[src/sv/alr_pkg.sv]
`default_nettype none

package alr_pkg;

   // Intensity scale: full weight is 200 steps.
   localparam logic [7:0]  WEIGHT_FULL  = 8'd200;
   // A neighbor pixel is drawn only above this error.
   localparam logic [7:0]  NEIGHBOR_MIN = 8'd2;
   // Dividend that turns a steep slope into its per-row increment.
   localparam logic [15:0] STEEP_RECIP  = 16'd40000;

   // floor(v / 25) == (v * RECIP_25) >> RECIP_SHIFT for v < 2^13.
   localparam logic [12:0] RECIP_25     = 13'd5243;
   localparam int          RECIP_SHIFT  = 17;

   localparam logic [7:0]  COLOR_RESET  = 8'd255;

   // Configuration register indexes.
   localparam int          CSR_IDX_BITS = 2;
   localparam logic [CSR_IDX_BITS-1:0] CSR_RED   = 2'd0;
   localparam logic [CSR_IDX_BITS-1:0] CSR_GREEN = 2'd1;
   localparam logic [CSR_IDX_BITS-1:0] CSR_BLUE  = 2'd2;

   // Minor-axis direction codes (two's complement step).
   localparam logic [1:0]  DIR_NONE = 2'd0;
   localparam logic [1:0]  DIR_UP   = 2'd1;
   localparam logic [1:0]  DIR_DOWN = 2'd3;

   typedef struct packed {
      logic end_of_item;
      logic line_done;
   } alr_flags_type;

   // floor(p / 200) for p = weight * color (p <= 51000).
   function automatic logic [7:0] scale200(input logic [15:0] p);
      logic [25:0] m;
      m = 26'(p[15:3]) * 26'(RECIP_25);
      return m[RECIP_SHIFT+7:RECIP_SHIFT];
   endfunction

endpackage

`default_nettype wire

[src/sv/alr_div.sv]
`default_nettype none

// Restoring divider, one quotient bit per cycle.
module alr_div #(
   parameter int W = 18
) (
   input  wire logic         clock,
   input  wire logic         reset,
   input  wire logic         start,
   input  wire logic [W-1:0] dividend,
   input  wire logic [W-1:0] divisor,
   output logic              busy,
   output logic              done,
   output logic [W-1:0]      quotient
);

   localparam int CW = $clog2(W + 1);

   logic [W-1:0]  rem_ff, rem_in;
   logic [W-1:0]  dvd_ff, dvd_in;
   logic [W-1:0]  dsr_ff, dsr_in;
   logic [CW-1:0] cnt_ff, cnt_in;
   logic          busy_ff, busy_in;
   logic          done_ff, done_in;

   logic [W:0]    shifted;
   logic [W:0]    diff;
   logic          fits;

   always_comb begin
      shifted = {rem_ff, dvd_ff[W-1]};
      diff    = shifted - {1'b0, dsr_ff};
      fits    = shifted >= {1'b0, dsr_ff};

      rem_in  = rem_ff;
      dvd_in  = dvd_ff;
      dsr_in  = dsr_ff;
      cnt_in  = cnt_ff;
      busy_in = busy_ff;
      done_in = 1'b0;

      if (start) begin
         rem_in  = '0;
         dvd_in  = dividend;
         dsr_in  = divisor;
         cnt_in  = CW'(W);
         busy_in = 1'b1;
      end else if (busy_ff) begin
         // shift the quotient bit in where the dividend bit leaves
         rem_in = fits ? diff[W-1:0] : shifted[W-1:0];
         dvd_in = {dvd_ff[W-2:0], fits};
         cnt_in = cnt_ff - CW'(1);
         if (cnt_ff == CW'(1)) begin
            busy_in = 1'b0;
            done_in = 1'b1;
         end
      end
   end

   always_ff @(posedge clock) begin
      if (reset) begin
         busy_ff <= 1'b0;
         done_ff <= 1'b0;
         cnt_ff  <= '0;
      end else begin
         busy_ff <= busy_in;
         done_ff <= done_in;
         cnt_ff  <= cnt_in;
      end
      rem_ff <= rem_in;
      dvd_ff <= dvd_in;
      dsr_ff <= dsr_in;
   end

   assign busy     = busy_ff;
   assign done     = done_ff;
   assign quotient = dvd_ff;

endmodule

`default_nettype wire

[src/sv/alr_shade.sv]
`default_nettype none

// Scales the line color by a pixel weight, one channel per multiplier pass,
// and holds the finished pixel in the output register.
module alr_shade #(
   parameter int COORD_BITS = 10
) (
   input  wire logic                  clock,
   input  wire logic                  reset,
   input  wire logic [7:0]            color_red,
   input  wire logic [7:0]            color_green,
   input  wire logic [7:0]            color_blue,
   input  wire logic                  pix_valid,
   output logic                       pix_ready,
   input  wire logic [COORD_BITS-1:0] pix_x,
   input  wire logic [COORD_BITS-1:0] pix_y,
   input  wire logic [7:0]            pix_weight,
   input  wire alr_pkg::alr_flags_type pix_flags,
   output logic                       out_valid,
   input  wire logic                  out_ready,
   output logic [COORD_BITS-1:0]      out_x,
   output logic [COORD_BITS-1:0]      out_y,
   output logic [7:0]                 out_red,
   output logic [7:0]                 out_green,
   output logic [7:0]                 out_blue,
   output alr_pkg::alr_flags_type     out_flags
);

   logic                   busy_ff, busy_in;
   logic [1:0]             phase_ff, phase_in;
   logic [COORD_BITS-1:0]  x_ff, x_in;
   logic [COORD_BITS-1:0]  y_ff, y_in;
   logic [7:0]             w_ff, w_in;
   alr_pkg::alr_flags_type flags_ff, flags_in;
   logic [15:0]            prod_ff, prod_in;
   logic [7:0]             red_ff, red_in;
   logic [7:0]             green_ff, green_in;

   logic                   ovalid_ff, ovalid_in;
   logic [COORD_BITS-1:0]  ox_ff, ox_in;
   logic [COORD_BITS-1:0]  oy_ff, oy_in;
   logic [7:0]             ored_ff, ored_in;
   logic [7:0]             ogreen_ff, ogreen_in;
   logic [7:0]             oblue_ff, oblue_in;
   alr_pkg::alr_flags_type oflags_ff, oflags_in;

   logic [7:0]             color_sel;
   logic [15:0]            prod_next;
   logic [7:0]             scaled;
   logic                   out_free;

   always_comb begin
      case (phase_ff)
         2'd0:    color_sel = color_red;
         2'd1:    color_sel = color_green;
         default: color_sel = color_blue;
      endcase
      prod_next = 16'(w_ff) * 16'(color_sel);
      scaled    = alr_pkg::scale200(prod_ff);
   end

   assign out_free = !ovalid_ff || out_ready;

   always_comb begin
      busy_in   = busy_ff;
      phase_in  = phase_ff;
      x_in      = x_ff;
      y_in      = y_ff;
      w_in      = w_ff;
      flags_in  = flags_ff;
      prod_in   = prod_ff;
      red_in    = red_ff;
      green_in  = green_ff;
      ovalid_in = ovalid_ff && !out_ready;
      ox_in     = ox_ff;
      oy_in     = oy_ff;
      ored_in   = ored_ff;
      ogreen_in = ogreen_ff;
      oblue_in  = oblue_ff;
      oflags_in = oflags_ff;

      if (!busy_ff) begin
         if (pix_valid) begin
            busy_in  = 1'b1;
            phase_in = 2'd0;
            x_in     = pix_x;
            y_in     = pix_y;
            w_in     = pix_weight;
            flags_in = pix_flags;
         end
      end else begin
         case (phase_ff)
            2'd0: begin
               prod_in  = prod_next;
               phase_in = 2'd1;
            end
            2'd1: begin
               red_in   = scaled;
               prod_in  = prod_next;
               phase_in = 2'd2;
            end
            2'd2: begin
               green_in = scaled;
               prod_in  = prod_next;
               phase_in = 2'd3;
            end
            default: begin
               // hold the last product until the output register frees up
               if (out_free) begin
                  ovalid_in = 1'b1;
                  ox_in     = x_ff;
                  oy_in     = y_ff;
                  ored_in   = red_ff;
                  ogreen_in = green_ff;
                  oblue_in  = scaled;
                  oflags_in = flags_ff;
                  busy_in   = 1'b0;
               end
            end
         endcase
      end
   end

   always_ff @(posedge clock) begin
      if (reset) begin
         busy_ff   <= 1'b0;
         phase_ff  <= 2'd0;
         ovalid_ff <= 1'b0;
      end else begin
         busy_ff   <= busy_in;
         phase_ff  <= phase_in;
         ovalid_ff <= ovalid_in;
      end
      x_ff      <= x_in;
      y_ff      <= y_in;
      w_ff      <= w_in;
      flags_ff  <= flags_in;
      prod_ff   <= prod_in;
      red_ff    <= red_in;
      green_ff  <= green_in;
      ox_ff     <= ox_in;
      oy_ff     <= oy_in;
      ored_ff   <= ored_in;
      ogreen_ff <= ogreen_in;
      oblue_ff  <= oblue_in;
      oflags_ff <= oflags_in;
   end

   assign pix_ready = !busy_ff;
   assign out_valid = ovalid_ff;
   assign out_x     = ox_ff;
   assign out_y     = oy_ff;
   assign out_red   = ored_ff;
   assign out_green = ogreen_ff;
   assign out_blue  = oblue_ff;
   assign out_flags = oflags_ff;

endmodule

`default_nettype wire

[src/sv/antialiased_line_rasterizer_unit.sv]
`default_nettype none

// Channel  Direction  Transfer when          Contents
// req      in         req_tvalid&req_tready  command, two endpoints
// rsp      out        rsp_tvalid&rsp_tready  one shaded pixel
// csr      in         csr_we                 color register write
//
// A load runs the bit-serial divider, DW = max(COORD_BITS+8, 16) bits: it forms the slope of
// a shallow line, and slope and reciprocal for a steep one; a vertical line skips it. The
// load then sends its start pixel, and a step 1 to 3 pixels, once the shading unit is free:
// one shared 8x8 multiplier scales the three color channels in turn. A step with no line is
// dropped. Reset is synchronous and leaves no line loaded with full white color. A stalled
// rsp holds the shading unit, which in turn holds the sequencer; req_tready is high only
// between items.
module antialiased_line_rasterizer_unit #(
   parameter int COORD_BITS = 10
) (
   input  wire logic                      clock,
   input  wire logic                      reset,
   input  wire logic                      req_tvalid,
   output logic                           req_tready,
   // x_start, y_start, x_end, y_end
   input  wire logic [((4*COORD_BITS+7)/8)*8-1:0] req_tdata,
   // command
   input  wire logic                      req_tuser,
   output logic                           rsp_tvalid,
   input  wire logic                      rsp_tready,
   // pixel_x, pixel_y, red, green, blue
   output logic [((2*COORD_BITS+31)/8)*8-1:0] rsp_tdata,
   output logic                           rsp_tlast,
   // line_done
   output logic                           rsp_tuser,
   input  wire logic                      csr_we,
   input  wire logic [alr_pkg::CSR_IDX_BITS-1:0] csr_index,
   input  wire logic [7:0]                csr_wdata
);

   localparam int C      = COORD_BITS;
   localparam int DW     = (C + 8 > 16) ? C + 8 : 16;
   localparam int RSP_W  = ((2*C+31)/8)*8;

   localparam logic [3:0] S_IDLE  = 4'd0;
   localparam logic [3:0] S_DIV1  = 4'd1;
   localparam logic [3:0] S_WAIT1 = 4'd2;
   localparam logic [3:0] S_DIV2  = 4'd3;
   localparam logic [3:0] S_WAIT2 = 4'd4;
   localparam logic [3:0] S_START = 4'd5;
   localparam logic [3:0] S_MAIN  = 4'd6;
   localparam logic [3:0] S_NB    = 4'd7;
   localparam logic [3:0] S_END   = 4'd8;
   localparam logic [3:0] S_UPD   = 4'd9;

   logic [3:0]   state_ff, state_in;
   logic [7:0]   red_ff, red_in;
   logic [7:0]   green_ff, green_in;
   logic [7:0]   blue_ff, blue_in;
   logic [C-1:0] major_pos_ff, major_pos_in;
   logic [C-1:0] minor_pos_ff, minor_pos_in;
   logic [C-1:0] major_stop_ff, major_stop_in;
   logic [7:0]   error_acc_ff, error_acc_in;
   logic [7:0]   error_step_ff, error_step_in;
   logic [1:0]   minor_dir_ff, minor_dir_in;
   logic         steep_ff, steep_in;
   logic         line_active_ff, line_active_in;
   logic [C-1:0] stop_x_ff, stop_x_in;
   logic [C-1:0] stop_y_ff, stop_y_in;
   logic [C-1:0] dx_ff, dx_in;
   logic [C-1:0] dy_ff, dy_in;

   // load decode
   logic [C-1:0] xs, ys, xe, ye;
   logic [C-1:0] dx, dy;
   logic         ld_steep, ld_swap;
   logic [C-1:0] ax, ay, bx, by;
   logic [C-1:0] ld_minor, ld_target;

   // column values
   logic         last;
   logic         has_nb;
   logic [C-1:0] nb;
   logic [C-1:0] px, py;
   logic [8:0]   err_sum;

   // divider
   logic          div_start;
   logic [DW-1:0] div_dividend, div_divisor;
   logic          div_busy, div_done;
   logic [DW-1:0] div_q;

   // shading unit request
   logic                   pix_valid, pix_ready;
   logic [C-1:0]           pix_x, pix_y;
   logic [7:0]             pix_weight;
   alr_pkg::alr_flags_type pix_flags;
   logic [C-1:0]           out_x, out_y;
   logic [7:0]             out_red, out_green, out_blue;
   alr_pkg::alr_flags_type out_flags;

   logic req_fire;

   assign req_tready = (state_ff == S_IDLE);
   assign req_fire   = req_tvalid && req_tready;

   always_comb begin
      xs = req_tdata[C-1:0];
      ys = req_tdata[2*C-1:C];
      xe = req_tdata[3*C-1:2*C];
      ye = req_tdata[4*C-1:3*C];
      dx = (xe > xs) ? xe - xs : xs - xe;
      dy = (ye > ys) ? ye - ys : ys - ye;
      // floor(200*dy/dx) >= 200 exactly when dy >= dx
      ld_steep = (dx == '0) || (dy >= dx);
      ld_swap  = ld_steep ? (ys > ye) : (xs > xe);
      ax = ld_swap ? xe : xs;
      ay = ld_swap ? ye : ys;
      bx = ld_swap ? xs : xe;
      by = ld_swap ? ys : ye;
      ld_minor  = ld_steep ? ax : ay;
      ld_target = ld_steep ? bx : by;
   end

   always_comb begin
      last   = (major_pos_ff == major_stop_ff);
      has_nb = error_acc_ff > alr_pkg::NEIGHBOR_MIN;
      case (minor_dir_ff)
         alr_pkg::DIR_UP:   nb = minor_pos_ff + C'(1);
         alr_pkg::DIR_DOWN: nb = minor_pos_ff - C'(1);
         default:           nb = minor_pos_ff;
      endcase
      px      = steep_ff ? minor_pos_ff : major_pos_ff;
      py      = steep_ff ? major_pos_ff : minor_pos_ff;
      err_sum = 9'(error_acc_ff) + 9'(error_step_ff);
   end

   always_comb begin
      div_start    = 1'b0;
      div_dividend = (DW'(dy_ff) << 7) + (DW'(dy_ff) << 6) + (DW'(dy_ff) << 3);
      div_divisor  = DW'(dx_ff);
      pix_valid    = 1'b0;
      pix_x        = px;
      pix_y        = py;
      pix_weight   = alr_pkg::WEIGHT_FULL;
      pix_flags    = '0;

      state_in       = state_ff;
      major_pos_in   = major_pos_ff;
      minor_pos_in   = minor_pos_ff;
      major_stop_in  = major_stop_ff;
      error_acc_in   = error_acc_ff;
      error_step_in  = error_step_ff;
      minor_dir_in   = minor_dir_ff;
      steep_in       = steep_ff;
      line_active_in = line_active_ff;
      stop_x_in      = stop_x_ff;
      stop_y_in      = stop_y_ff;
      dx_in          = dx_ff;
      dy_in          = dy_ff;

      red_in   = (csr_we && csr_index == alr_pkg::CSR_RED)   ? csr_wdata : red_ff;
      green_in = (csr_we && csr_index == alr_pkg::CSR_GREEN) ? csr_wdata : green_ff;
      blue_in  = (csr_we && csr_index == alr_pkg::CSR_BLUE)  ? csr_wdata : blue_ff;

      unique case (state_ff)
         S_IDLE: begin
            if (req_fire) begin
               if (!req_tuser) begin
                  steep_in       = ld_steep;
                  major_pos_in   = ld_steep ? ay : ax;
                  minor_pos_in   = ld_minor;
                  major_stop_in  = ld_steep ? by : bx;
                  minor_dir_in   = (ld_target > ld_minor) ? alr_pkg::DIR_UP :
                                   (ld_target < ld_minor) ? alr_pkg::DIR_DOWN :
                                                            alr_pkg::DIR_NONE;
                  stop_x_in      = bx;
                  stop_y_in      = by;
                  error_acc_in   = '0;
                  line_active_in = 1'b1;
                  dx_in          = dx;
                  dy_in          = dy;
                  if (dx == '0) begin
                     error_step_in = alr_pkg::WEIGHT_FULL;
                     state_in      = S_START;
                  end else begin
                     state_in = S_DIV1;
                  end
               end else if (line_active_ff) begin
                  state_in = S_MAIN;
               end
            end
         end
         S_DIV1: begin
            div_start = 1'b1;
            state_in  = S_WAIT1;
         end
         S_WAIT1: begin
            if (div_done) begin
               if (steep_ff) begin
                  state_in = S_DIV2;
               end else begin
                  error_step_in = div_q[7:0];
                  state_in      = S_START;
               end
            end
         end
         S_DIV2: begin
            div_start    = 1'b1;
            div_dividend = DW'(alr_pkg::STEEP_RECIP);
            div_divisor  = div_q;
            state_in     = S_WAIT2;
         end
         S_WAIT2: begin
            if (div_done) begin
               error_step_in = div_q[7:0];
               state_in      = S_START;
            end
         end
         S_START: begin
            pix_valid             = 1'b1;
            pix_flags.end_of_item = 1'b1;
            if (pix_ready) state_in = S_IDLE;
         end
         S_MAIN: begin
            pix_valid             = 1'b1;
            pix_weight            = alr_pkg::WEIGHT_FULL - error_acc_ff;
            pix_flags.end_of_item = !last && !has_nb;
            if (pix_ready) state_in = has_nb ? S_NB : (last ? S_END : S_UPD);
         end
         S_NB: begin
            pix_valid             = 1'b1;
            pix_x                 = steep_ff ? nb : major_pos_ff;
            pix_y                 = steep_ff ? major_pos_ff : nb;
            pix_weight            = error_acc_ff;
            pix_flags.end_of_item = !last;
            if (pix_ready) state_in = last ? S_END : S_UPD;
         end
         S_END: begin
            pix_valid             = 1'b1;
            pix_x                 = stop_x_ff;
            pix_y                 = stop_y_ff;
            pix_flags.end_of_item = 1'b1;
            pix_flags.line_done   = 1'b1;
            if (pix_ready) state_in = S_UPD;
         end
         S_UPD: begin
            // advance the error; carry into the minor axis at or past full weight
            if (err_sum >= 9'(alr_pkg::WEIGHT_FULL)) begin
               minor_pos_in = nb;
               error_acc_in = 8'(err_sum - 9'(alr_pkg::WEIGHT_FULL));
            end else begin
               error_acc_in = err_sum[7:0];
            end
            if (last) line_active_in = 1'b0;
            else major_pos_in = major_pos_ff + C'(1);
            state_in = S_IDLE;
         end
         default: state_in = S_IDLE;
      endcase
   end

   always_ff @(posedge clock) begin
      if (reset) begin
         state_ff       <= S_IDLE;
         red_ff         <= alr_pkg::COLOR_RESET;
         green_ff       <= alr_pkg::COLOR_RESET;
         blue_ff        <= alr_pkg::COLOR_RESET;
         major_pos_ff   <= '0;
         minor_pos_ff   <= '0;
         major_stop_ff  <= '0;
         error_acc_ff   <= '0;
         error_step_ff  <= '0;
         minor_dir_ff   <= alr_pkg::DIR_NONE;
         steep_ff       <= 1'b0;
         line_active_ff <= 1'b0;
         stop_x_ff      <= '0;
         stop_y_ff      <= '0;
      end else begin
         state_ff       <= state_in;
         red_ff         <= red_in;
         green_ff       <= green_in;
         blue_ff        <= blue_in;
         major_pos_ff   <= major_pos_in;
         minor_pos_ff   <= minor_pos_in;
         major_stop_ff  <= major_stop_in;
         error_acc_ff   <= error_acc_in;
         error_step_ff  <= error_step_in;
         minor_dir_ff   <= minor_dir_in;
         steep_ff       <= steep_in;
         line_active_ff <= line_active_in;
         stop_x_ff      <= stop_x_in;
         stop_y_ff      <= stop_y_in;
      end
      dx_ff <= dx_in;
      dy_ff <= dy_in;
   end

   alr_div #(
      .W (DW)
   ) u_div (
      .clock    (clock),
      .reset    (reset),
      .start    (div_start),
      .dividend (div_dividend),
      .divisor  (div_divisor),
      .busy     (div_busy),
      .done     (div_done),
      .quotient (div_q)
   );

   alr_shade #(
      .COORD_BITS (C)
   ) u_shade (
      .clock       (clock),
      .reset       (reset),
      .color_red   (red_ff),
      .color_green (green_ff),
      .color_blue  (blue_ff),
      .pix_valid   (pix_valid),
      .pix_ready   (pix_ready),
      .pix_x       (pix_x),
      .pix_y       (pix_y),
      .pix_weight  (pix_weight),
      .pix_flags   (pix_flags),
      .out_valid   (rsp_tvalid),
      .out_ready   (rsp_tready),
      .out_x       (out_x),
      .out_y       (out_y),
      .out_red     (out_red),
      .out_green   (out_green),
      .out_blue    (out_blue),
      .out_flags   (out_flags)
   );

   assign rsp_tdata = RSP_W'({out_blue, out_green, out_red, out_y, out_x});
   assign rsp_tlast = out_flags.end_of_item;
   assign rsp_tuser = out_flags.line_done;

   a_div_start_idle: assert property (@(posedge clock) disable iff (reset)
      div_start |-> !div_busy)
      else $error("divider restarted while busy");

   a_load_arms_line: assert property (@(posedge clock) disable iff (reset)
      (req_fire && !req_tuser) |=> line_active_ff)
      else $error("load did not arm the line");

   a_error_in_range: assert property (@(posedge clock) disable iff (reset)
      error_acc_ff < alr_pkg::WEIGHT_FULL)
      else $error("error accumulator out of range");

   a_done_ends_item: assert property (@(posedge clock) disable iff (reset)
      (rsp_tvalid && rsp_tuser) |-> rsp_tlast)
      else $error("line end pixel not marked last");

endmodule

`default_nettype wire

[config.mk]
export PLATFORM = sky130hd
export DESIGN_NAME = antialiased_line_rasterizer_unit
export DESIGN_NICKNAME = d
export VERILOG_FILES = /design/src/sv/alr_pkg.sv /design/src/sv/alr_div.sv /design/src/sv/alr_shade.sv /design/src/sv/antialiased_line_rasterizer_unit.sv
export SDC_FILE = /design/constraint.sdc
export NUM_CORES = 1
export LEC_CHECK = 0
export ABC_AREA = 1
export BUFFER_PORTS_ARGS = -buffer_cell sky130_fd_sc_hd__buf_4
export CAP_MARGIN = 20
export CORE_AREA = 2 2 296 225
export CTS_BUF_LIST = sky130_fd_sc_hd__clkbuf_16
export CTS_CLUSTER_SIZE = 24
export DETAILED_ROUTE_END_ITERATION = 10
export DIE_AREA = 0 0 298 227
export PLACE_DENSITY = 0.47
export SLEW_MARGIN = 30
export SYNTH_ARGS = -nofsm -noshare
export SYNTH_HDL_FRONTEND = slang
export SYNTH_SLANG_ARGS = --single-unit
[constraint.sdc]
create_clock -name clock -period 6.2 [get_ports clock]
set_input_delay 0.31 -clock clock [delete_from_list [all_inputs] [get_ports clock]]
set_output_delay 0.31 -clock clock [all_outputs]
set_load 0.05 [all_outputs]
== Word-level counts from Yosys, hierarchy flattened ==
Index checks and enable logic that the tools add are counted.

* Output and inout port bits: 52
* Input bits: 56
* Word-level logic and storage cells: 227
* Flip-flop bits (word level): 291

* Muxes and demuxes: 84
* Order comparisons: 10
* Add/sub/neg operators: 14
* Equal/unequal tests: 32
* Reductions and logical operators: 39
* $mul: 2
* Bitwise logic cells: 4

{| class="wikitable"
|+ Operators by type and width
! operator !! count
|-
| $mux 10 || 21
|-
| $pmux 10 s2 || 5
|-
| $mux 18 || 4
|-
| $mux 8 || 9
|-
| $gt 10x10->1 || 5
|-
| $pmux 8 s2 || 3
|-
| $mux 4 || 10
|-
| $sub 10x10->10 || 4
|-
| $pmux 4 s9 || 1
|-
| $mul 13x13->25 const B || 1
|-
| $pmux 8 s3 || 1
|-
| $add 10x1->10 const B || 2
|-
| $ge 19x18->1 || 1
|-
| $mux 1 || 19
|-
| $add 17x16->18 || 1
|-
| $add 18x13->18 || 1
|-
| $ne 2x2->1 const B || 9
|-
| $sub 18x18->18 || 1
|-
| $eq 4x3->1 const B || 4
|-
| $mul 8x8->16 || 1
|-
| $reduce_and 4->1 || 3
|-
| $eq 10x10->1 || 1
|-
| $ge 10x10->1 || 1
|-
| $logic_not 10->1 || 1
|-
| other kinds (38) || 76
|}

== Depth between registers and ports, before layout ==
Gate-level depths: netlist (run 1).

* Depth in word-level cells: 10
* Depth in mapped cells: 37
* Mapped depth without buffers: 35

== Modules after synthesis ==
From an unflattened synthesis (run 1), not the netlist that was laid out.

* Cell total of the unflattened synthesis: 3097
* Area total of the unflattened synthesis: 23906.7 um2

{| class="wikitable"
|+ By module, submodules not included
! module !! cells each !! area each (um2) !! sequential area each (um2) !! instances
|-
| antialiased_line_rasterizer_unit || 1728 || 10920.5 || 2562.5 || 1
|-
| alr_shade || 895 || 9202.6 || 3233.1 || 1
|-
| alr_div || 474 || 3783.6 || 1581.5 || 1
|}

== Least setup slack after synthesis (run 1) ==
OpenSTA, ideal clock, no wires.

* Path type: in2reg
* Start point: in req_tdata[30]
* End point: reg minor_dir_ff[0]
* Arrival time: 5.071 ns
* Buffers on the path: 2
* Cell stages on the path: 34
* Slack: 1.011 ns
* Data required time: 6.083 ns
* Setup time: 0.117 ns
* Cells stage by stage: inv_1 > ha_1 > inv_1 > fa_1 > a21oi_1 > nor2_1 > a211oi_1 > o21ai_0 > nand2_1 > buf_1 > mux2i_1 > xnor2_1 > inv_1 > ha_1 > a21oi_1 > o21ai_0 > nand2_1 > o2111ai_1 > a31oi_1 > nand3_2 > buf_4 > nand3_1 > nand3_1 > and2_1 > ha_1 > nand2_1 > inv_1 > nand3_1 > nor3_1 > o21ai_0 > o2111ai_1 > nand2_1 > o221ai_1 > inv_1

* Cells in the longest elaborated chain, start to end: 10
* Elaborated cells between the ends (all ways): 18
* Classes of those cells: 2 x add/sub; 5 x order compare; 10 x mux; 1 x reduce/logical

{| class="wikitable"
|+ RTL lines
! element !! RTL line !! RTL
|-
| from (decl) || antialiased_line_rasterizer_unit.sv:23 || <nowiki>input wire logic [((4*COORD_BITS+7)/8)*8-1:0] req_tdata,</nowiki>
|-
| $sub 10x10->10 or $gt 10x10->1 (tied branches) || antialiased_line_rasterizer_unit.sv:110 || <nowiki>dy = (ye > ys) ? ye - ys : ys - ye;</nowiki>
|-
| $mux 10 (*) || antialiased_line_rasterizer_unit.sv:110 ||
|-
| named net dy[5] || antialiased_line_rasterizer_unit.sv:72 || <nowiki>logic [C-1:0] dx, dy;</nowiki>
|-
| $ge 10x10->1 (*) || antialiased_line_rasterizer_unit.sv:112 || <nowiki>ld_steep = (dx == '0) || (dy >= dx);</nowiki>
|-
| $logic_or 1x1->1 (*) || antialiased_line_rasterizer_unit.sv:112 ||
|-
| $mux 1 || antialiased_line_rasterizer_unit.sv:113 || <nowiki>ld_swap = ld_steep ? (ys > ye) : (xs > xe);</nowiki>
|-
| $mux 10 (on tied branches) || n/a ||
|-
| $mux 10 (on tied branches) || antialiased_line_rasterizer_unit.sv:119, antialiased_line_rasterizer_unit.sv:118 ||
|-
| $lt 10x10->1 || antialiased_line_rasterizer_unit.sv:172 || <nowiki>(ld_target < ld_minor) ? alr_pkg::DIR_DOWN :</nowiki>
|-
| $mux 2 || antialiased_line_rasterizer_unit.sv:172 ||
|-
| $mux 2 (*) || antialiased_line_rasterizer_unit.sv:171 || <nowiki>minor_dir_in = (ld_target > ld_minor) ? alr_pkg::DIR_UP :</nowiki>
|-
| to (signal assigned) || antialiased_line_rasterizer_unit.sv:271 || <nowiki>minor_dir_ff <= alr_pkg::DIR_NONE;</nowiki>
|-
| to (signal assigned) || antialiased_line_rasterizer_unit.sv:286 || <nowiki>minor_dir_ff <= minor_dir_in;</nowiki>
|-
| to (decl) || antialiased_line_rasterizer_unit.sv:62 || <nowiki>logic [1:0] minor_dir_ff, minor_dir_in;</nowiki>
|}

The timed path passes the listed nets; every way through them passes the cells marked *.
A chain may end at the register's enable or synchronous reset.

== Final worst setup path (run 1) ==
* Start point: reg u_shade.phase_ff[0]
* End point: reg u_shade.prod_ff[14], data pin

* Cells in the longest elaborated chain, start to end: 3
* Elaborated cells between the ends (all ways): 4
* Classes of those cells: 1 x mul; 1 x eq/ne; 1 x mux; 1 x reduce/logical

{| class="wikitable"
|+ RTL lines
! element !! RTL line !! RTL
|-
| from (decl) || alr_shade.sv:30 || <nowiki>logic [1:0] phase_ff, phase_in;</nowiki>
|-
| from (signal assigned) || alr_shade.sv:131 || <nowiki>phase_ff <= phase_in;</nowiki>
|-
| $eq 2x1->1 or $logic_not 2->1 (tied branches) || alr_shade.sv:53 || <nowiki>case (phase_ff)</nowiki>
|-
| $pmux 8 s2 (*) || alr_shade.sv:53 ||
|-
| $mul 8x8->16 (*) || alr_shade.sv:58 || <nowiki>prod_next = 16'(w_ff) * 16'(color_sel);</nowiki>
|-
| named net u_shade.prod_next[14] || alr_shade.sv:48 || <nowiki>logic [15:0] prod_next;</nowiki>
|-
| to (signal assigned) || alr_shade.sv:138 || <nowiki>prod_ff <= prod_in;</nowiki>
|-
| to (decl) || alr_shade.sv:35 || <nowiki>logic [15:0] prod_ff, prod_in;</nowiki>
|}

Marked as above.

==> results_dict.tcl, run 1 <==
set metrics [dict create \
    grt_max_degree 57 \
    yosysTopAreaCellShare_pct 21.48 \
    layout-drive-gt1-share_pct 8.107 \
    nFillCells 6698 \
    root_buffer "clkbuf_16" \
    initial_core_util_pct 34.81 \
    synth_cell_types 55 \
    io_buffers 103 \
    yosys_warnings 0 \
    setup_viol 0 \
    syn-cell-area_sq_um 22510 \
    wirelength_mm 65.08 \
    track_usage_pct 19.30 \
    antenna_found_initial 1 \
    yosysTopAreaCell "edfxtp_1" \
    slew_headroom_pct 42.92 \
    status "complete, no violations" \
    synth_edf_count 161 \
    place_congestion 0.9107 \
    synth_cells 2779 \
    grt_overflow_total 0 \
    finalCritPeriodShare_pct 92.35 \
    path_clk_slew_ns 0.06 \
    chipWidth_um 298 \
    synth.most_common_cell "nand2_1" \
    syn_avg_cell_area_sq_um 8.100 \
    cts_setup_buffers 0 \
    drt_iter0_markers 1144 \
    finalSetupTns_ns 0 \
    grt_pass1_wl_mm 103.3 \
    synthFlopType "edfxtp_1" \
    num_vias 18810 \
    period_needed_ns 5.726 \
    cts_buffers 35 \
    die_h_um 227 \
    drt-pass1-iter-count 5 \
    drc 0 \
    core_sq_um 64660 \
    clk-insertion-delay-late_ns 0.54 \
    arrival_ns 6.01 \
    antenna_left 0 \
    io_pins 108 \
    syn_to_final_growth_pct 13.55 \
    drv_cap 0 \
    hold_viol 0 \
    synth-seq-cells 288 \
    hpwlAfterDp_mm 51.43 \
    startpoint_type "flop" \
    endpoint_kind "flop" \
    ys_seq_area_share_pct 32.77 \
    cts_max_level 2 \
    die-area_sq_um 67650 \
    rsz0062_at_grt "false" \
    worstPathRequired_ns 6.49 \
    wl_per_cell_um 17.21 \
    async_flop_share_pct 0 \
    vias_per_cell 4.972 \
    clock-sinks 288 \
    synth_common_cells "nand2_1, inv_1, ha_1" \
    antenna_cells 0 \
    tightest_slew_ns 0.8510 \
    layout.nets 3290 \
    rows 81 \
    path_max_fanout 8 \
    cts_tree "built" \
    critical_path_class "reg2reg" \
    hp-class "in2reg" \
    synth_area_leaders "edfxtp_1, ha_1, dfxtp_1" \
    finClkSkew_ns 0.02731 \
    first_global_vias 18560 \
    slew_viol_final 0 \
    max_clock_freq_mhz 174.7 \
    clockBufferDepth 3 \
]
layer usage:
layer / GRT usage (%) / share of wire, % / vias up / routed length [um]
met1: 27.69 / 50 / 8935 / 32710
li1: - / - / 9379 / -
met3: 3.044 / 4.4 / 87 / 2877
met2: 30.30 / 43 / 402 / 28010
met5: 0 / 0.018 / - / 12
met4: 4.944 / 2.3 / 2 / 1467
cell type report:
| cell class | instances | area, sq um | area share [%] |
|---|---|---|---|
| tap | 871 | 1090 | 4.264 |
| timing repair buffer | 145 | 1124 | 4.396 |
| clock inverter | 27 | 262.8 | 1.028 |
| sequential | 288 | 7377 | 28.86 |
| inverter | 476 | 1787 | 6.990 |
| multi-input combinational | 1940 | 13050 | 51.04 |
| clock buffer | 35 | 875.8 | 3.426 |
worst paths after layout:
kind / from / end / slack, ns / cells past startpoint
worst min-delay path: csr_wdata[7] / blue_ff[7]$_SDFFE_PP1P_ / 0.03 / 3
worst min register to register: u_shade.y_ff[1]$_DFFE_PP_ / u_shade.out_y[1]$_DFFE_PP_ / 0.42 / 0
worst max-delay path: u_shade.phase_ff[0]$_SDFFE_PP0P_ / u_shade.prod_ff[14]$_DFFE_PP_ / 0.47 / 22
worst max register to register: u_shade.phase_ff[0]$_SDFFE_PP0P_ / u_shade.prod_ff[14]$_DFFE_PP_ / 0.47 / 22
kinds of logic after synthesis:
family / share of synthesized area, %
buffers and inverters: 9.510
xor gates and xnor gates: 2.879
muxes: 0.2779
AOI/OAI and AO/OA: 12.59
DFF: 32.77
adders and majority gates: 22.88
and+or+nand+nor: 19.08
other: 0.01666
critical path, cell delays in order, from the launching register on:
cell      delay, ns
dfxtp_1        0.39
inv_1          0.08
ha_1           0.21
inv_1          0.27
o22ai_1        0.12
a21oi_1        0.56
nor2_1         0.15
fa_1           0.47
fa_1           0.55
inv_1          0.05
fa_1           0.49
fa_1           0.55
inv_1          0.04
ha_1           0.34
a21o_1         0.20
a21oi_1        0.22
o21ai_0        0.16
a21oi_1        0.16
o21bai_1       0.11
a21oi_1        0.13
nor2_1         0.05
nor2_1         0.12
xor2_1         0.07
registers in the layout (all words and copies together), names as in the netlist, 13 cells and up:
| signal | flops |
|---|---|
| u_div.dsr_ff | 18 |
| u_div.quotient | 18 |
| u_div.rem_ff | 18 |
| u_shade.prod_ff | 13 |
through the flow:
| stage | worst slack [ns] | hold WS, ns | util (%) | area [sq um] | std cells |
|---|---|---|---|---|---|
| after floorplan | 1.011 | 0.4003 | - | 22520 | 2782 |
| after global placement | 0.2363 | 0.4028 | 37.62 | 24320 | 3713 |
| after detailed placement | 0.1751 | 0.4045 | 37.62 | 24320 | 3713 |
| after CTS | 0.4973 | 0.0006780 | 39.47 | 25520 | 3781 |
| after global routing | 0.03160 | 0.008849 | 39.53 | 25560 | 3782 |
| final | 0.4745 | 0.03263 | 39.53 | 25560 | 3782 |
layout by cell type, fill, tap and decap left out, types with 46 or more instances in the layout:
cell,synthesis,final
dfxtp_1,127,127
nor2_1,165,161
fa_1,106,106
a21oi_1,199,198
edfxtp_1,161,161
ha_1,242,242
o21ai_0,147,147
nand3_1,173,173
inv_1,467,471
xor2_1,46,46
buf_4,8,138
nand2_1,583,583
repair_timing:
| action | in CTS | in global routing |
|---|---|---|
| hold buffers | 6 | 0 |
| setup endpoints to repair | 0 | 1 |
| hold endpoints to repair | 11 | 0 |
| gates resized for setup | 0 | 1 |
Power of run 1 is not shown: default switching activity piles up to over one toggle a cycle in this logic, so the estimate is an artifact.
==> inputs of run 2 (changes only) <==
Clock period 6.2 ns to 5.7 ns, I/O delays scaled along.
==> run 2 against run 1 <==
Against the previous run: cell count rose by 0.53%; utilization rose by 0.33 points; non-clock buffer count grew 24; global-route usage shrank 0.47 points; design area rose by 0.84%; clock-buffer cell count decreased by 4; critical endpoint unchanged; highest routed layer is now met4.
==> results_dict.tcl, run 2 (synthesis gave the netlist of run 1 again) <==
set metrics [dict create \
    setup_viol 0 \
    final_common_cell "nand2_1" \
    drc 0 \
    rows 81 \
    core_sq_um 64660 \
    layout.nets 3310 \
    ff_latch_area_sq_um 7377 \
    wirelength_mm 63.80 \
    die-area_sq_um 67650 \
    critical_path_class "reg2reg" \
    finClkSkew_ns 0.02318 \
    grt_overflow_total 0 \
    mostFrequentLayoutCells "nand2_1, inv_1, ha_1" \
    clockBufferDepth 3 \
    endpoint_kind "flop" \
    multi_input_area_sq_um 13090 \
    hpwlAfterDp_mm 50.67 \
    layout-drive-gt1-share_pct 8.871 \
    finalCritPeriodShare_pct 93.45 \
    place_congestion 0.9509 \
    grt_pass1_wl_mm 101.8 \
    cts_tree "built" \
    final_core_util_pct 39.86 \
    final_area_sq_um 25770 \
    drv_cap 0 \
    drt_iter0_markers 1407 \
    fin_hold_ws_ns 0.2105 \
    clock-sinks 288 \
    die_h_um 227 \
    finalSetupTns_ns 0 \
    cts_buffers 31 \
    slew_headroom_pct 42.15 \
    vias_per_cell 4.909 \
    placed_cell_area_sq_um 24510 \
    path_clk_slew_ns 0.06 \
    startpoint_type "flop" \
    num_vias 18660 \
    drt-pass1-iter-count 5 \
    rsz0062_at_grt "false" \
    hold_viol 0 \
    syn_to_final_growth_pct 14.50 \
    antenna_left 0 \
    clk-insertion-delay-late_ns 0.59 \
    cts_max_level 1 \
    slew_viol_final 0 \
    period_needed_ns 5.326 \
    worstPathRequired_ns 6.04 \
    io_buffers 103 \
    status "complete, no violations" \
    initial_core_util_pct 34.81 \
    arrival_ns 5.66 \
    grt_max_degree 57 \
    path_max_fanout 8 \
    antenna_cells 0 \
    track_usage_pct 18.83 \
    chipWidth_um 298 \
    nFillCells 6637 \
    io_pins 108 \
    tightest_slew_ns 0.8623 \
    first_global_vias 18350 \
    wl_per_cell_um 16.78 \
    root_buffer "clkbuf_16" \
    hp-class "in2reg" \
    antenna_found_initial 0 \
    max_clock_freq_mhz 187.7 \
]
==> run 2: cell type report <==
cell class | count | area share [%]
Clock inverter | 27 | 1.160
Inverter | 476 | 6.947
Sequential cell | 288 | 28.62
Timing Repair Buffer | 169 | 5.252
Clock buffer | 31 | 3.010
Tap cell | 871 | 4.228
Multi-Input combinational cell | 1940 | 50.78
==> run 2: critical path: stages (launching register included) <==
cell	delay (ns)
dfxtp_1	0.38
inv_1	0.08
ha_1	0.24
inv_1	0.27
o22ai_1	0.17
a21oi_4	0.26
nor2_1	0.10
fa_1	0.44
fa_1	0.58
inv_1	0.06
fa_1	0.46
fa_1	0.54
inv_1	0.04
ha_1	0.33
a21o_1	0.20
a21oi_1	0.21
o21ai_1	0.13
a21oi_1	0.14
o21bai_1	0.10
a21oi_1	0.13
nor2_1	0.05
nor2_1	0.11
xor2_1	0.07
==> run 2: timing repair <==
action                                 in CTS  in global routing
pin swaps                                   0                  1
gates resized for setup                     2                 11
setup endpoints to repair                   1                  3
endpoints found under the hold margin      25                  0
hold buffers                                9                  0
buffers inserted                            0                  5
==> run 2: path summary, 6_finish.rpt <==
check	from	end	slack [ns]	cells past startpoint
setup / recovery	u_shade.phase_ff[0]$_SDFFE_PP0P_	u_shade.prod_ff[14]$_DFFE_PP_	0.37	22
hold / removal	csr_index[0]	red_ff[3]$_SDFFE_PP1P_	0.21	4
setup reg to reg	u_shade.phase_ff[0]$_SDFFE_PP0P_	u_shade.prod_ff[14]$_DFFE_PP_	0.37	22
hold reg to reg	u_shade.green_ff[5]$_DFFE_PP_	u_shade.out_green[5]$_DFFE_PP_	0.42	0
==> run 2: routing by layer <==
metal  GRT usage, %  vias to the layer above  share of wire, %
met3          1.708                       53               3.4
met4          3.388                        0               1.4
met1          27.84                     8854                51
met2          30.21                      362                44
met5              0                        -                 0
li1               -                     9395                 -
==> run 2: metrics by stage <==
step | std cells | setup slack [ns]
after floorplan | 2782 | 0.5363
after global placement | 3730 | 0.06359
after detailed placement | 3730 | -0.02914
after CTS | 3797 | 0.07733
after global routing | 3802 | 0.03148
final | 3802 | 0.3736
Power of run 2 is left out for the same reason.
==> inputs of run 3 (changes only) <==
Settings changed: PLACE_DENSITY 0.47 to default, PLACE_DENSITY_LB_ADDON from default to 0.1, SETUP_SLACK_MARGIN from default to 0.2.
==> run 3 against run 2 <==
Against the previous run: sequential share of layout area down 0.089 points; worst hold slack lost 0.17 ns; cell count is 0.13% higher; critical path type unchanged; via count up 0.58%; fmax is 2.6% higher; critical path depth grew 1.
==> results_dict.tcl, run 3 (synthesis gave the netlist of run 1 again) <==
set metrics [dict create \
    cts_max_level 2 \
    hold_viol 0 \
    drv_cap 0 \
    r2r_cells 23 \
    io_buffers 103 \
    num_vias 18770 \
    slew_headroom_pct 39.25 \
    mostFrequentLayoutCells "nand2_1, inv_1, ha_1" \
    wl_per_cell_um 16.84 \
    rows 81 \
    antenna_cells 0 \
    wirelength_mm 64.09 \
    die-area_sq_um 67650 \
    nFillCells 6606 \
    layout.nets 3313 \
    cts_tree "built" \
    status "complete, no violations" \
    finalSetupTns_ns 0 \
    r2r-end "u_shade.prod_ff[15]$_DFFE_PP_" \
    path_max_fanout 7 \
    worstHoldStart "rsp_tready" \
    drc 0 \
    tightest_slew_ns 0.9057 \
    core_sq_um 64660 \
    initial_core_util_pct 34.81 \
    finalCritPeriodShare_pct 91.10 \
    drt_iter0_markers 1075 \
    startpoint_type "flop" \
    critical_path_class "reg2reg" \
    startpoint "u_shade.phase_ff[1]$_SDFFE_PP0P_" \
    syn_to_final_growth_pct 14.88 \
    slew_viol_final 0 \
    endpoint "u_shade.prod_ff[15]$_DFFE_PP_" \
    clk-insertion-delay-late_ns 0.55 \
    vias_per_cell 4.931 \
    first_global_vias 18310 \
    layout-drive-gt1-share_pct 9.366 \
    cts_buffers 35 \
    hpwlAfterDp_mm 50.35 \
    period_needed_ns 5.193 \
    max_clock_freq_mhz 192.6 \
    track_usage_pct 18.92 \
    grt_pass1_wl_mm 101.8 \
    path_clk_slew_ns 0.06 \
    r2r_start "u_shade.phase_ff[1]$_SDFFE_PP0P_" \
    antenna_left 0 \
    dp.cells 3723 \
    setup_viol 0 \
    clock-sinks 288 \
    rsz0062_at_grt "false" \
    hp-class "in2reg" \
    place_congestion 0.9204 \
    finClkSkew_ns 0.02455 \
    grt_max_degree 57 \
    worstPathRequired_ns 5.98 \
    stdcell_count 3807 \
    io_pins 108 \
    clockBufferDepth 3 \
    drt-pass1-iter-count 5 \
    endpoint_kind "flop" \
    placed_cell_area_sq_um 24410 \
    arrival_ns 5.47 \
    root_buffer "clkbuf_16" \
    chipWidth_um 298 \
    final_common_cell "nand2_1" \
    antenna_found_initial 0 \
    grt_overflow_total 0 \
    final_area_sq_um 25860 \
    rrSetupSlack_ns 0.51 \
    die_h_um 227 \
]
## run 3: cell types whose count changed in the layout (fill, tap and decap cells not counted), moves of 4 or more
cell	change
clkinvlp_4	-4
a21oi_1	-4
a21oi_2	+4
clkbuf_16	+5
## run 3: final cells by class
cell class | count | area [sq um] | share of cell area (%)
Tap cell | 871 | 1090 | 4.214
Inverter | 476 | 1795 | 6.943
Sequential cell | 288 | 7378 | 28.53
Timing Repair Buffer | 168 | 1318 | 5.095
Multi-Input combinational cell | 1940 | 13130 | 50.78
Clock buffer | 36 | 900.9 | 3.484
Clock inverter | 28 | 245.2 | 0.9483
## run 3: worst min-delay path by stage
stage | endpoint | slack [ns] | cells after the start
2_1_floorplan | blue_ff[0]$_SDFFE_PP1P_ | 0.40 | 2
3_3_place_gp | u_shade.out_green[6]$_DFFE_PP_ | 0.40 | 0
3_5_place_dp | u_shade.out_green[1]$_DFFE_PP_ | 0.40 | 0
4_1_cts | u_shade.out_valid$_SDFF_PP0_ | 0.006 | 4
5_1_grt | u_shade.out_valid$_SDFF_PP0_ | 0.03 | 4
6_report | u_shade.out_valid$_SDFF_PP0_ | 0.04 | 4
## run 3: stage by stage
step | util [%] | setup slack (ns) | hold WS, ns
after floorplan | - | 0.5363 | 0.3982
after global placement | 37.75 | 0.07617 | 0.4037
after detailed placement | 37.75 | -0.07305 | 0.4045
after CTS | 39.73 | 0.2245 | 0.006134
after global routing | 39.99 | 0.1718 | 0.03197
final | 39.99 | 0.5074 | 0.03813
## run 3: repair_timing
item                       4_1_cts  5_1_grt
buffers inserted                 2       10
hold endpoints to repair        24        0
hold buffers                     8        0
gates resized for setup          8       22
pin swaps                        0        3
gates cloned                     0        0
setup endpoints to repair        2        6
## run 3: critical path, cell delays in order, from the launching register on
cell and delay (ns):
dfxtp_1 0.34, inv_1 0.09, ha_1 0.25, nor2_4 0.10, buf_4 0.15, buf_4 0.13
a21oi_4 0.24, nor2_1 0.09, fa_1 0.41, fa_1 0.55, inv_1 0.05, fa_1 0.47
fa_1 0.54, inv_1 0.04, ha_1 0.33, nand3b_1 0.09, and2_1 0.20, o221ai_2 0.19
a21oi_1 0.10, o21bai_1 0.21, a21oi_1 0.09, nor2_1 0.09, nor2_1 0.05, xor2_1 0.13
## run 3: per-layer routing
metal,global-route usage (%),routed length [um],up-vias
met3,2.233,2558,71
met4,4.669,1217,0
met1,28.06,32690,8881
li1,-,-,9415
met5,0,0,-
met2,29.27,27630,406
Power of run 3 is left out for the same reason.
